### src/rtl/ipid_pkg.sv
// shared types, widths and constants for the incremental pid steering block
// no dependencies; imported by every rtl module of the block
package ipid_pkg;

   // field and register widths
   localparam int PositionBitsDef = 10;
   localparam int ValueBits       = 10;
   localparam int CfgPosBits      = 10;
   localparam int LimitBits       = 15;
   localparam int DeadbandBits    = 10;
   localparam int GainBits        = 10;
   localparam int DriveBits       = 16;
   localparam int ReqDataBits     = 16;
   localparam int RspDataBits     = 16;
   localparam int CsrAddrBits     = 5;
   localparam int CsrDataBits     = 32;

   // control law constants
   localparam int ErrClamp  = 250;
   localparam int TimeScale = 1000;

   // divide by TimeScale as (x * DivRecip) >> DivShift, exact for x below 2**18
   localparam int DivRecip  = 268436;
   localparam int DivShift  = 28;
   localparam int RecipBits = 19;

   // datapath widths
   localparam int ErrBits    = 9;                       // clamped error, +-250
   localparam int ErrMagBits = 8;                       // |error| up to 250
   localparam int IProdBits  = GainBits + ErrMagBits;   // gain_i * |error|
   localparam int MulBits    = IProdBits + RecipBits;
   localparam int IQuotBits  = 8;                       // i term magnitude up to 255
   localparam int D1Bits     = 10;                      // first difference, +-500
   localparam int D2Bits     = 11;                      // second difference, +-1000
   localparam int PTermBits  = 21;
   localparam int GainDkBits = 20;                      // gain_d * 1000
   localparam int DTermBits  = 32;
   localparam int SumBits    = 33;

   // register reset values
   localparam int MinPositionRst = 0;
   localparam int MaxPositionRst = 1023;
   localparam int DriveLimitRst  = 1000;
   localparam int DeadbandRst    = 10;
   localparam int GainPRst       = 10;
   localparam int GainIRst       = 30;
   localparam int GainDRst       = 0;

   typedef enum logic [2:0] {
      REG_MIN_POSITION = 3'd0,
      REG_MAX_POSITION = 3'd1,
      REG_DRIVE_LIMIT  = 3'd2,
      REG_DEADBAND     = 3'd3,
      REG_GAIN_P       = 3'd4,
      REG_GAIN_I       = 3'd5,
      REG_GAIN_D       = 3'd6
   } reg_index_type;

   typedef enum logic {
      OP_TICK = 1'b0,
      OP_LOAD = 1'b1
   } op_type;

   typedef struct packed {
      logic [CfgPosBits-1:0]   min_position;
      logic [CfgPosBits-1:0]   max_position;
      logic [LimitBits-1:0]    drive_limit;
      logic [DeadbandBits-1:0] deadband;
      logic [GainBits-1:0]     gain_p;
      logic [GainBits-1:0]     gain_i;
      logic [GainBits-1:0]     gain_d;
      logic [GainDkBits-1:0]   gain_dk;
   } cfg_type;

   // beat handed from the error stage to the accumulator stage
   typedef struct packed {
      logic                      load;
      logic                      fault;
      logic                      armed;
      logic                      dead;
      logic signed [ErrBits-1:0] err;
      logic [IProdBits-1:0]      iprod;
   } stage_type;

endpackage

### src/rtl/incremental_pid_steering.sv
// Incremental (velocity-form) PID steering controller. Each req beat is either a target load
// (tuser high, new target in tdata) or a control tick (tuser low, measured position in tdata);
// every beat gives exactly one rsp beat with the drive held after it and a position fault flag.
// The block takes one beat per clock cycle when rsp is not stalled; each result passes the
// input register, the error stage (range check, clamp, deadband, gain_i product, registered)
// and the accumulator stage (p, d and divided i terms, sum and saturation) ahead of the
// result register. Ready walks back stage by stage, so the pipeline keeps filling while a
// result waits at rsp. After reset the target is the steering center (half the position
// range), the loop is armed and the drive is zero. Registers sit at byte address 4*index
// and must only be written while no beat is in flight.
// depends on ipid_pkg, ipid_csr, ipid_err_stage, ipid_drive_stage
module incremental_pid_steering #(
   parameter int POSITION_BITS = ipid_pkg::PositionBitsDef
) (
   input  logic                                clock,
   input  logic                                reset,
   // request stream
   input  logic                                req_tvalid,
   output logic                                req_tready,
   input  logic [ipid_pkg::ReqDataBits-1:0]    req_tdata,   // [9:0] value, rest zero
   input  logic                                req_tuser,   // [0] operation
   // result stream
   output logic                                rsp_tvalid,
   input  logic                                rsp_tready,
   output logic [ipid_pkg::RspDataBits-1:0]    rsp_tdata,   // [15:0] drive
   output logic                                rsp_tuser,   // [0] position_fault
   // configuration port
   input  logic                                csr_psel,
   input  logic                                csr_penable,
   input  logic                                csr_pwrite,
   input  logic [ipid_pkg::CsrAddrBits-1:0]    csr_paddr,
   input  logic [ipid_pkg::CsrDataBits-1:0]    csr_pwdata,
   output logic [ipid_pkg::CsrDataBits-1:0]    csr_prdata,
   output logic                                csr_pready
);
   import ipid_pkg::*;

   cfg_type cfg;

   // input register
   logic                 a_valid_ff;
   logic                 a_op_ff;
   logic [ValueBits-1:0] a_value_ff;

   // error stage output valid
   logic                 b_valid_ff;
   stage_type            stage_b;

   // result register
   logic                        o_valid_ff;
   logic signed [DriveBits-1:0] o_drive_ff;
   logic                        o_fault_ff;

   logic signed [DriveBits-1:0] drive_next;
   logic                        fault_next;

   // per-stage advance: a stage may load when empty or when the stage after it moves
   logic o_en, b_en, a_en;

   assign o_en = !o_valid_ff || rsp_tready;
   assign b_en = !b_valid_ff || o_en;
   assign a_en = !a_valid_ff || b_en;

   assign req_tready = a_en;
   assign csr_pready = 1'b1;

   ipid_csr u_csr (
      .clock       (clock),
      .reset       (reset),
      .csr_psel    (csr_psel),
      .csr_penable (csr_penable),
      .csr_pwrite  (csr_pwrite),
      .csr_paddr   (csr_paddr),
      .csr_pwdata  (csr_pwdata),
      .csr_prdata  (csr_prdata),
      .cfg         (cfg)
   );

   // state of the error stage moves only with a real beat
   ipid_err_stage #(
      .POSITION_BITS (POSITION_BITS)
   ) u_err (
      .clock     (clock),
      .reset     (reset),
      .take      (a_valid_ff && b_en),
      .load_en   (b_en),
      .op        (a_op_ff),
      .value     (a_value_ff),
      .cfg       (cfg),
      .stage_out (stage_b)
   );

   ipid_drive_stage u_drive (
      .clock     (clock),
      .reset     (reset),
      .take      (b_valid_ff && o_en),
      .stage_in  (stage_b),
      .cfg       (cfg),
      .drive_out (drive_next),
      .fault_out (fault_next)
   );

   // valid bits
   always_ff @(posedge clock) begin
      if (reset) begin
         a_valid_ff <= 1'b0;
         b_valid_ff <= 1'b0;
         o_valid_ff <= 1'b0;
      end else begin
         if (a_en) begin
            a_valid_ff <= req_tvalid;
         end
         if (b_en) begin
            b_valid_ff <= a_valid_ff;
         end
         if (o_en) begin
            o_valid_ff <= b_valid_ff;
         end
      end
   end

   // payload registers, no reset needed
   always_ff @(posedge clock) begin
      if (a_en && req_tvalid) begin
         a_op_ff    <= req_tuser;
         a_value_ff <= req_tdata[ValueBits-1:0];
      end
      if (o_en && b_valid_ff) begin
         o_drive_ff <= drive_next;
         o_fault_ff <= fault_next;
      end
   end

   assign rsp_tvalid = o_valid_ff;
   assign rsp_tdata  = RspDataBits'(o_drive_ff);
   assign rsp_tuser  = o_fault_ff;

endmodule

### src/rtl/ipid_csr.sv
// configuration registers behind the apb-style port
// depends on ipid_pkg
module ipid_csr (
   input  logic                               clock,
   input  logic                               reset,
   input  logic                               csr_psel,
   input  logic                               csr_penable,
   input  logic                               csr_pwrite,
   input  logic [ipid_pkg::CsrAddrBits-1:0]   csr_paddr,
   input  logic [ipid_pkg::CsrDataBits-1:0]   csr_pwdata,
   output logic [ipid_pkg::CsrDataBits-1:0]   csr_prdata,
   output ipid_pkg::cfg_type                  cfg
);
   import ipid_pkg::*;

   cfg_type       cfg_ff;
   reg_index_type reg_idx;
   logic          wr_en;

   assign reg_idx = reg_index_type'(csr_paddr[CsrAddrBits-1:2]);
   assign wr_en   = csr_psel && csr_penable && csr_pwrite;
   assign cfg     = cfg_ff;

   always_ff @(posedge clock) begin
      if (reset) begin
         cfg_ff.min_position <= CfgPosBits'(MinPositionRst);
         cfg_ff.max_position <= CfgPosBits'(MaxPositionRst);
         cfg_ff.drive_limit  <= LimitBits'(DriveLimitRst);
         cfg_ff.deadband     <= DeadbandBits'(DeadbandRst);
         cfg_ff.gain_p       <= GainBits'(GainPRst);
         cfg_ff.gain_i       <= GainBits'(GainIRst);
         cfg_ff.gain_d       <= GainBits'(GainDRst);
         cfg_ff.gain_dk      <= GainDkBits'(GainDRst * TimeScale);
      end else if (wr_en) begin
         unique case (reg_idx)
            REG_MIN_POSITION: cfg_ff.min_position <= csr_pwdata[CfgPosBits-1:0];
            REG_MAX_POSITION: cfg_ff.max_position <= csr_pwdata[CfgPosBits-1:0];
            REG_DRIVE_LIMIT:  cfg_ff.drive_limit  <= csr_pwdata[LimitBits-1:0];
            REG_DEADBAND:     cfg_ff.deadband     <= csr_pwdata[DeadbandBits-1:0];
            REG_GAIN_P:       cfg_ff.gain_p       <= csr_pwdata[GainBits-1:0];
            REG_GAIN_I:       cfg_ff.gain_i       <= csr_pwdata[GainBits-1:0];
            REG_GAIN_D: begin
               cfg_ff.gain_d  <= csr_pwdata[GainBits-1:0];
               // derivative gain premultiplied by the time scale
               cfg_ff.gain_dk <= GainDkBits'(csr_pwdata[GainBits-1:0])
                                 * GainDkBits'(TimeScale);
            end
            default: ;
         endcase
      end
   end

   always_comb begin
      unique case (reg_idx)
         REG_MIN_POSITION: csr_prdata = CsrDataBits'(cfg_ff.min_position);
         REG_MAX_POSITION: csr_prdata = CsrDataBits'(cfg_ff.max_position);
         REG_DRIVE_LIMIT:  csr_prdata = CsrDataBits'(cfg_ff.drive_limit);
         REG_DEADBAND:     csr_prdata = CsrDataBits'(cfg_ff.deadband);
         REG_GAIN_P:       csr_prdata = CsrDataBits'(cfg_ff.gain_p);
         REG_GAIN_I:       csr_prdata = CsrDataBits'(cfg_ff.gain_i);
         REG_GAIN_D:       csr_prdata = CsrDataBits'(cfg_ff.gain_d);
         default:          csr_prdata = '0;
      endcase
   end

endmodule

### src/rtl/ipid_err_stage.sv
// error stage: target and arm state, range check, clamp, deadband, i-term product
// depends on ipid_pkg
module ipid_err_stage #(
   parameter int POSITION_BITS = ipid_pkg::PositionBitsDef
) (
   input  logic                            clock,
   input  logic                            reset,
   input  logic                            take,
   input  logic                            load_en,
   input  logic                            op,
   input  logic [ipid_pkg::ValueBits-1:0]  value,
   input  ipid_pkg::cfg_type               cfg,
   output ipid_pkg::stage_type             stage_out
);
   import ipid_pkg::*;

   localparam int CmpBits  = (POSITION_BITS > CfgPosBits) ? POSITION_BITS : CfgPosBits;
   localparam int DiffBits = POSITION_BITS + 1;
   localparam logic [POSITION_BITS-1:0]   TargetCenter = POSITION_BITS'(1) << (POSITION_BITS - 1);
   localparam logic signed [DiffBits-1:0] ClampHi = DiffBits'(ErrClamp);
   localparam logic signed [DiffBits-1:0] ClampLo = DiffBits'(-ErrClamp);

   logic [POSITION_BITS-1:0]           target_ff, target_in;
   logic                               armed_ff, armed_in;
   stage_type                          stage_ff, stage_in;
   logic [ValueBits+POSITION_BITS-1:0] value_wide;
   logic [POSITION_BITS-1:0]           pos;
   logic                               is_load, out_range, dead;
   logic signed [DiffBits-1:0]         diff;
   logic signed [ErrBits-1:0]          err, err_neg;
   logic [ErrMagBits-1:0]              err_mag;

   // position keeps its low POSITION_BITS bits
   assign value_wide = {{POSITION_BITS{1'b0}}, value};
   assign pos        = value_wide[POSITION_BITS-1:0];
   assign is_load    = (op == OP_LOAD);
   assign out_range  = (CmpBits'(pos) < CmpBits'(cfg.min_position))
                    || (CmpBits'(pos) > CmpBits'(cfg.max_position));
   assign diff       = signed'({1'b0, target_ff}) - signed'({1'b0, pos});

   always_comb begin
      if (diff > ClampHi) begin
         err = ErrBits'(ErrClamp);
      end else if (diff < ClampLo) begin
         err = ErrBits'(-ErrClamp);
      end else begin
         err = ErrBits'(diff);
      end
   end

   assign err_neg = -err;
   assign err_mag = ErrMagBits'(err[ErrBits-1] ? err_neg : err);
   assign dead    = DeadbandBits'(err_mag) < cfg.deadband;

   always_comb begin
      target_in = target_ff;
      armed_in  = armed_ff;
      if (is_load) begin
         target_in = pos;
         armed_in  = 1'b1;
      end else if (!out_range && dead) begin
         armed_in  = 1'b0;
      end
      stage_in.load  = is_load;
      stage_in.fault = !is_load && out_range;
      stage_in.armed = armed_ff;
      stage_in.dead  = dead;
      stage_in.err   = err;
      stage_in.iprod = IProdBits'(cfg.gain_i) * IProdBits'(err_mag);
   end

   always_ff @(posedge clock) begin
      if (reset) begin
         target_ff <= TargetCenter;
         armed_ff  <= 1'b1;
      end else if (take) begin
         target_ff <= target_in;
         armed_ff  <= armed_in;
      end
   end

   always_ff @(posedge clock) begin
      if (load_en) begin
         stage_ff <= stage_in;
      end
   end

   assign stage_out = stage_ff;

endmodule

### src/rtl/ipid_drive_stage.sv
// accumulator stage: error history, p/i/d increment, drive saturation
// depends on ipid_pkg
module ipid_drive_stage (
   input  logic                                   clock,
   input  logic                                   reset,
   input  logic                                   take,
   input  ipid_pkg::stage_type                    stage_in,
   input  ipid_pkg::cfg_type                      cfg,
   output logic signed [ipid_pkg::DriveBits-1:0]  drive_out,
   output logic                                   fault_out
);
   import ipid_pkg::*;

   logic signed [ErrBits-1:0]   err_now_ff, err_now_in;
   logic signed [ErrBits-1:0]   err_prev_ff, err_prev_in;
   logic signed [DriveBits-1:0] drive_ff, drive_in;

   logic signed [D1Bits-1:0]    d1;
   logic signed [D2Bits-1:0]    d2;
   logic signed [PTermBits-1:0] p_term;
   logic [MulBits-1:0]          iq_wide;
   logic [IQuotBits-1:0]        iq;
   logic signed [IQuotBits:0]   iq_pos, i_term;
   logic signed [DTermBits-1:0] d_term;
   logic signed [SumBits-1:0]   sum, lim_pos, lim_neg, sat;

   assign d1 = D1Bits'(stage_in.err) - D1Bits'(err_now_ff);
   assign d2 = D2Bits'(stage_in.err) - D2Bits'(err_now_ff) - D2Bits'(err_now_ff)
             + D2Bits'(err_prev_ff);

   assign p_term = PTermBits'(signed'({1'b0, cfg.gain_p})) * PTermBits'(d1);

   // i term: |gain_i * err| / 1000 by reciprocal, sign restored after
   assign iq_wide = MulBits'(stage_in.iprod) * MulBits'(DivRecip);
   assign iq      = iq_wide[DivShift +: IQuotBits];
   assign iq_pos  = signed'({1'b0, iq});
   assign i_term  = stage_in.err[ErrBits-1] ? -iq_pos : iq_pos;

   assign d_term = DTermBits'(signed'({1'b0, cfg.gain_dk})) * DTermBits'(d2);

   assign sum = SumBits'(drive_ff) + SumBits'(p_term) + SumBits'(i_term)
              + SumBits'(d_term);
   assign lim_pos = SumBits'(signed'({1'b0, cfg.drive_limit}));
   assign lim_neg = -lim_pos;

   always_comb begin
      if (sum > lim_pos) begin
         sat = lim_pos;
      end else if (sum < lim_neg) begin
         sat = lim_neg;
      end else begin
         sat = sum;
      end
   end

   always_comb begin
      drive_in    = drive_ff;
      err_now_in  = err_now_ff;
      err_prev_in = err_prev_ff;
      if (!stage_in.load) begin
         if (stage_in.fault) begin
            drive_in    = '0;
            err_now_in  = '0;
            err_prev_in = '0;
         end else begin
            err_prev_in = err_now_ff;
            err_now_in  = stage_in.err;
            if (stage_in.armed) begin
               drive_in = DriveBits'(sat);
            end
            if (stage_in.dead) begin
               drive_in    = '0;
               err_now_in  = '0;
               err_prev_in = '0;
            end
         end
      end
   end

   always_ff @(posedge clock) begin
      if (reset) begin
         drive_ff    <= '0;
         err_now_ff  <= '0;
         err_prev_ff <= '0;
      end else if (take) begin
         drive_ff    <= drive_in;
         err_now_ff  <= err_now_in;
         err_prev_ff <= err_prev_in;
      end
   end

   assign drive_out = drive_in;
   assign fault_out = stage_in.fault;

endmodule

### config.mk
export PLATFORM = sky130hd
export DESIGN_NAME = incremental_pid_steering
export DESIGN_NICKNAME = d
export VERILOG_FILES = /design/src/rtl/ipid_pkg.sv /design/src/rtl/incremental_pid_steering.sv /design/src/rtl/ipid_csr.sv /design/src/rtl/ipid_err_stage.sv /design/src/rtl/ipid_drive_stage.sv
export SDC_FILE = /design/constraint.sdc
export NUM_CORES = 2
export LEC_CHECK = 0
export BUFFER_PORTS_ARGS = -buffer_cell sky130_fd_sc_hd__buf_4
export CORE_ASPECT_RATIO = 0.5
export CORE_MARGIN = 5
export CORE_UTILIZATION = 60
export CTS_CLUSTER_DIAMETER = 200
export DETAILED_ROUTE_END_ITERATION = 8
export GPL_ROUTABILITY_DRIVEN = 0
export PLACE_DENSITY_LB_ADDON = 0.08
export SETUP_SLACK_MARGIN = 0.4
export SLEW_MARGIN = 30
export SYNTH_ARGS = -nofsm -noshare
export SYNTH_HDL_FRONTEND = slang
export SYNTH_SLANG_ARGS = --single-unit
### constraint.sdc
create_clock -name clock -period 28.9 [get_ports clock]
set_clock_uncertainty 0.2 [all_clocks]
set_input_delay 4.335 -clock clock [delete_from_list [all_inputs] [get_ports clock]]
set_output_delay 4.335 -clock clock [all_outputs]
set_load 0.01 [all_outputs]
# Yosys cells after proc, flatten, opt, wreduce, memory -nomap -nowiden
# Index checks and enable logic that the tools add are counted.
totals:
  word_cells: 101
  ff_bits: 199
  inputBits: 61
  output_inout_bits: 52
op_classes:
  bitwise: 1
  eq_ne: 6
  reduce_logical: 28
  mux: 17
  addsub: 11
  multipliers: 5
  n_lt_le_gt_ge: 7
op_table:
  columns: ["op", "n"]
  rows:
  - ["one-hot mux 15 bit (7 select lines)", 1]
  - ["two-way mux 16 bit", 6]
  - ["two-way mux 9 bit", 7]
  - ["multiplier 18 x 17 -> 34 bit (second input constant)", 1]
  - ["adder 33 x 32 -> 33 bit", 1]
  - ["> comparator 33 x 16 -> 1 bit", 1]
  - ["< comparator 33 bit", 1]
  - ["negator 15 -> 33 bit", 1]
  - ["multiplier 18 x 11 -> 29 bit", 1]
  - ["adder 22 x 9 -> 23 bit", 1]
  - ["adder 16 x 21 -> 22 bit", 1]
  - ["multiplier 11 x 10 -> 21 bit", 1]
  - ["AND reduction 2 bit", 10]
  - ["subtractor 9 x 9 -> 10 bit", 2]
  - ["multiplier 10 x 8 -> 18 bit", 1]
  - ["multiplier 10 x 7 -> 17 bit (second input constant)", 1]
  - ["adder 11 x 9 -> 11 bit", 1]
  - ["> comparator 11 x 9 -> 1 bit (second input constant)", 1]
  - ["< comparator 11 x 9 -> 1 bit (second input constant)", 1]
  - ["subtractor 10 x 10 -> 11 bit", 1]
  - ["subtractor 10 x 9 -> 11 bit", 1]
  - ["> comparator 10 bit", 1]
  - ["< comparator 10 bit", 1]
  - ["< comparator 8 x 10 -> 1 bit", 1]
  - ["other kinds (13)", 30]

# Logic depth before layout (Yosys ltp)
logic_depth:
  depth_word: 12
  ltp_mapped: 65
  depth_no_buf: 63

# Cells and area by module
# From an unflattened synthesis, not the netlist that was laid out.
unflattened:
  cells_unflattened: 3920
  hier_area_um2: 34306.7
by_module_without_submodules:
  columns: ["module", "cells_per_inst", "seq_area_each_um2", "area_per_inst_um2", "n_inst"]
  rows:
  - ["ipid_drive_stage", 2586, 680.7, 21994.8, 1]
  - ["ipid_csr", 651, 1801.7, 5765.5, 1]
  - ["ipid_err_stage", 638, 1151.1, 5560.3, 1]
  - ["incremental_pid_steering", 45, 900.9, 985.9, 1]

# Worst setup path before layout
# No wires, ideal clock.
synth_timing:
  kind: "register to register"
  from: "reg u_err.stage_ff (netlist bit u_err.stage_out[19])"
  to: "reg o_drive_ff[4] (netlist: rsp_tdata[4]) (data pin)"
  arrival_ns: 14.785
  setup_time_ns: 0.256
  setup_slack_ns: 13.659
  period_less_slack_ns: 15.241
  n_path_buf: 3
  path_stages_with_launch: 63
  cell_sequence: "edfxtp_1 fa_1 ha_1 inv_1 fa_1 inv_1 a21oi_1 o21ai_0 and2_1 o21ai_0 nand2_1 a21oi_1 o21bai_1 a21o_1 a21o_1 xnor2_1 inv_1 nand2b_1 [27 not listed] nand2_1 a2111oi_0 or3_1 a21oi_1 xnor2_1 ha_1 nand2_1 nor3_1 a221o_1 a211o_1 maj3_1 a2111oi_0 a22o_1 buf_2 clkbuf_1 mux2_2 a32oi_1 nand2_1"
synth_via:
  elab_chain_len: 12
  elab_cells_between_ends: 17
  classes_between: "add/sub (7); mul (2); order compare (2); mux (6)"
synth_rtl:
  columns: ["item", "line", "text"]
  rows:
  - ["start, declared", "ipid_err_stage.sv:25", "stage_type stage_ff, stage_in;"]
  - ["start signal, assigned", "ipid_err_stage.sv:84", "stage_ff <= stage_in;"]
  - ["subtractor 9 x 9 -> 10 bit", "ipid_drive_stage.sv:27, ipid_drive_stage.sv:28", null]
  - ["multiplier 11 x 10 -> 21 bit or subtractor 10 x 9 -> 11 bit (tied branches)", "ipid_drive_stage.sv:31, ipid_drive_stage.sv:28", null]
  - ["adder 16 x 21 -> 22 bit or adder 11 x 9 -> 11 bit (tied branches)", "ipid_drive_stage.sv:41, ipid_drive_stage.sv:29", null]
  - ["adder 22 x 9 -> 23 bit or multiplier 18 x 11 -> 29 bit (tied branches)", "ipid_drive_stage.sv:41, ipid_drive_stage.sv:39", null]
  - ["adder 33 x 32 -> 33 bit (*)", "ipid_drive_stage.sv:42", "+ SumBits'(d_term);"]
  - ["< comparator 33 bit", "ipid_drive_stage.sv:49", "end else if (sum < lim_neg) begin"]
  - ["two-way mux 16 bit", "ipid_drive_stage.sv:49", null]
  - ["two-way mux 16 bit (*)", "ipid_drive_stage.sv:47", "if (sum > lim_pos) begin"]
  - ["two-way mux 16 bit (*)", "ipid_drive_stage.sv:68", "if (stage_in.armed) begin"]
  - ["two-way mux 16 bit (*)", "ipid_drive_stage.sv:71", "if (stage_in.dead) begin"]
  - ["two-way mux 16 bit (*)", "ipid_drive_stage.sv:61", "if (stage_in.fault) begin"]
  - ["two-way mux 16 bit (*)", "ipid_drive_stage.sv:60", "if (!stage_in.load) begin"]
  - ["via drive_next[4]", "incremental_pid_steering.sv:54", "logic signed [DriveBits-1:0] drive_next;"]
  - ["end signal, assigned", "incremental_pid_steering.sv:129", "o_drive_ff <= drive_next;"]
  - ["end, declared", "incremental_pid_steering.sv:51", "logic signed [DriveBits-1:0] o_drive_ff;"]
# Mark *: on every way through the listed nets, which the timed path passes. The rest lies on a longest branch.
# A chain may end at the register's enable or synchronous reset.

# Final worst setup path
layout_timing:
  from: "reg u_err.stage_ff (netlist bit u_err.stage_out[19])"
  to: "reg o_drive_ff[2] (netlist: rsp_tdata[2]) (data pin)"
# The elaborated chain is that of the path after synthesis.

==> flow_summary_export.csv <==
group,metric,value,unit
detailed_routing,viasPerCell,5.64,
layout,final_util,0.642,
grt,grt-ovfl-total,0,
detailed_routing,postRouteAntennaNets,0,
yosys,avgSynthCellArea,8.87,um^2
sta,tns,0,ns
setup_path,crit_path_max_fanout,25,
yosys,ys_ff_latch,197,
sta,slew_headroom,0.343,
clocking,cts_resized,0,
grt,grtUsageTotal,0.266,
detailed_routing,drt-total-wl,77900,um
detailed_routing,vias,25000,
setup_path,reg2reg_setup_slack,11.68,ns
layout,fin_cells,4427,
clocking,htreeDepth,4,
setup_path,critical_path_class,"flip-flop to flip-flop",
clocking,cts_buffers,17,
detailed_routing,route.detailed.drc,0,
placed_design,hpwl,63600,um
yosys,synth_flop_cell,"dfxtp_1",
placed_design,dp.cells,4395,
detailed_routing,drtIter0Drc,1628,
sta,slew_violations,0,
clocking,cts.path.max_buffers,2,
floorplan,core,54100,um^2
clocking,cts_tree,"done",
setup_path,max_stage_delay,0.72,ns
floorplan,row_count,60,
layout,synthToLayoutAreaGrowth,5.23,%
layout,final_cell_mix,"inv_1, ha_1, fa_1",
floorplan,dieWidth,341,um
sta,rsz0062_at_grt,"no",
grt,grt_pass1_vias,25000,
layout,fillers,4677,
clocking,cts.clk_slew.worst_paths,0.09,ns
setup_path,r2r_cells,61,
setup_path,cpMostUsedCell,"fa_1",
floorplan,die_y,176,um
yosys,synth-edff-count,59,
clocking,cts-root-buf,"clkbuf_16",
yosys,seq_area_frac_synth,0.138,
min_path,hold_path_class,"flip-flop to flip-flop",
sta,setup_viol_count_final,0,
floorplan,pin_count,113,
floorplan,dieArea,60000,um^2
detailed_routing,detail_route.wl_per_cell,17.6,um
yosys,syn_inst,3715,
sta,max_slew.worst_pin.slew,0.981,ns
sta,max_freq,0.0581,GHz
yosys,ys_warn_count,0,
yosys,ys_async_sr_fraction,0,
setup_path,start_kind,"flip-flop",
clocking,cts_setup_buffers,0,
layout,n_antenna_cell,0,
yosys,synthesis.area,33000,um^2
yosys,synthDistinctLibCells,86,
layout,drive_above_1_share,0.0520,
layout,nets,4725,
floorplan,start_util,0.610,
clocking,cts.sinks,197,
grt,grt_start_max_net_pins,69,
min_path,holdPathStages,2,
setup_path,crit_path_top_delay_cell,"a2111oi_1",
sta,fin_crit_sh,0.596,
detailed_routing,drt-pass1-iter-count,6,
placed_design,portBuffers,69,
setup_path,cp.arrival,17.23,ns
sta,hold_viol_final,0,
run_status,outcome,"completed",
sta,period_needed,17.22,ns
clocking,insertion_delay,0.47,ns
flow_run,max_cap_violations,0,
grt,grt_pass1_wl,129000,um
setup_path,cp_data_required_time,28.92,ns
clocking,postCtsHoldBufs,0,
layout,final_common_cell,"inv_1",
setup_path,end_kind,"flip-flop",
grt,antenna_found_initial,1,
==> final cells by class <==
cell class                 instances  area (um^2)  share of cell area
tap                              713          892              0.0257
sequential                       197         4530               0.131
inverter                         730         2740              0.0790
timing repair buffer              96          721              0.0208
multi-input combinational       2659        25200               0.726
clock inverter                    15          196             0.00566
clock buffer                      17          425              0.0123
==> through the flow <==
stage                     hold slack [ns]  worst slack [ns]  cell area (um^2)
after floorplan                     0.210             13.66             33000
after global placement              0.239             12.03             34000
after detailed placement            0.245             11.75             34000
after CTS                           0.256             11.69             34700
after global routing                0.279             10.55             34700
final                               0.255             11.68             34700
==> cell families after synthesis <==
logic type                 Yosys count  share of synthesized area
other                                2                   0.000228
muxes                               57                     0.0208
adders and majority gates          964                      0.460
buffers and inverters              875                      0.102
xor gates and xnor gates           124                     0.0330
DFF                                197                      0.138
AOI/OAI and AO/OA                  537                      0.106
and+or+nand+nor                    959                      0.141
==> critical path: cells and delay by family (launching register included) <==
kind                       cells  cell delay [ns]
buffers and inverters          9             1.36
muxes                          1             0.40
and+or+nand+nor               10             1.57
AOI/OAI and AO/OA             20             5.32
xor gates and xnor gates       3             0.53
adders and majority gates     18             7.01
DFF                            1             0.53
==> synthesized netlist by cell type (8+ instances only) <==
| library cell | instances | area share |
|---|---|---|
| inv_1 | 729 | 0.083 |
| ha_1 | 551 | 0.21 |
| fa_1 | 412 | 0.25 |
| nand2_1 | 381 | 0.043 |
| a21oi_1 | 183 | 0.028 |
| and2_1 | 168 | 0.032 |
| nor2_1 | 152 | 0.017 |
| dfxtp_1 | 138 | 0.084 |
| clkbuf_1 | 114 | 0.013 |
| o21ai_0 | 105 | 0.016 |
| xnor2_1 | 92 | 0.024 |
| edfxtp_1 | 59 | 0.054 |
| nor2b_1 | 52 | 0.0099 |
| a21o_1 | 42 | 0.0096 |
| nand2b_1 | 40 | 0.0076 |
| mux2i_1 | 38 | 0.012 |
| a211o_1 | 32 | 0.0085 |
| nor3_1 | 32 | 0.0049 |
| xor2_1 | 32 | 0.0085 |
| nand3_1 | 29 | 0.0044 |
| o21a_1 | 24 | 0.0055 |
| or2_2 | 22 | 0.0042 |
| a22oi_1 | 21 | 0.0048 |
| buf_4 | 20 | 0.0046 |
| and3_1 | 17 | 0.0032 |
| a31oi_1 | 15 | 0.0028 |
| nand4_1 | 15 | 0.0028 |
| o21bai_1 | 15 | 0.0034 |
| o31ai_1 | 15 | 0.0034 |
| a211oi_1 | 14 | 0.0032 |
| or3_1 | 13 | 0.0025 |
| mux2_2 | 11 | 0.0038 |
| a21boi_0 | 9 | 0.0021 |
| buf_1 | 8 | 0.00091 |
| mux4_2 | 8 | 0.0055 |
| nor4_1 | 8 | 0.0015 |
==> state kept, by name, summed over array words and instances (netlist names), 9 cells and up <==
name,flops
u_drive.err_now_ff,9
u_drive.drive_ff,16
u_drive.err_prev_ff,9
u_err.target_ff,10
u_csr.cfg,90
a_value_ff,10
rsp_tdata,16
u_err.stage_out,31
==> path summary, 6_finish.rpt <==
path                                     startpoint             to
worst max-delay path            u_err.stage_out[19]   rsp_tdata[2]
worst min-delay path                  u_csr.cfg[27]  u_csr.cfg[27]
worst max register to register  u_err.stage_out[19]   rsp_tdata[2]
worst min register to register        u_csr.cfg[27]  u_csr.cfg[27]
==> per-layer routing <==
metal	share of wire	track usage	up-vias	wire (um)
met2	0.45	0.429	596	35400
met3	0.059	0.0349	70	4580
li1	-	-	11900	-
met1	0.47	0.393	12400	36800
met5	0	0	-	0
met4	0.015	0.0448	0	1140
Power is left out: the tool's default activity adds up to more than one toggle a clock period on the data nets, which glitch-free logic cannot reach.
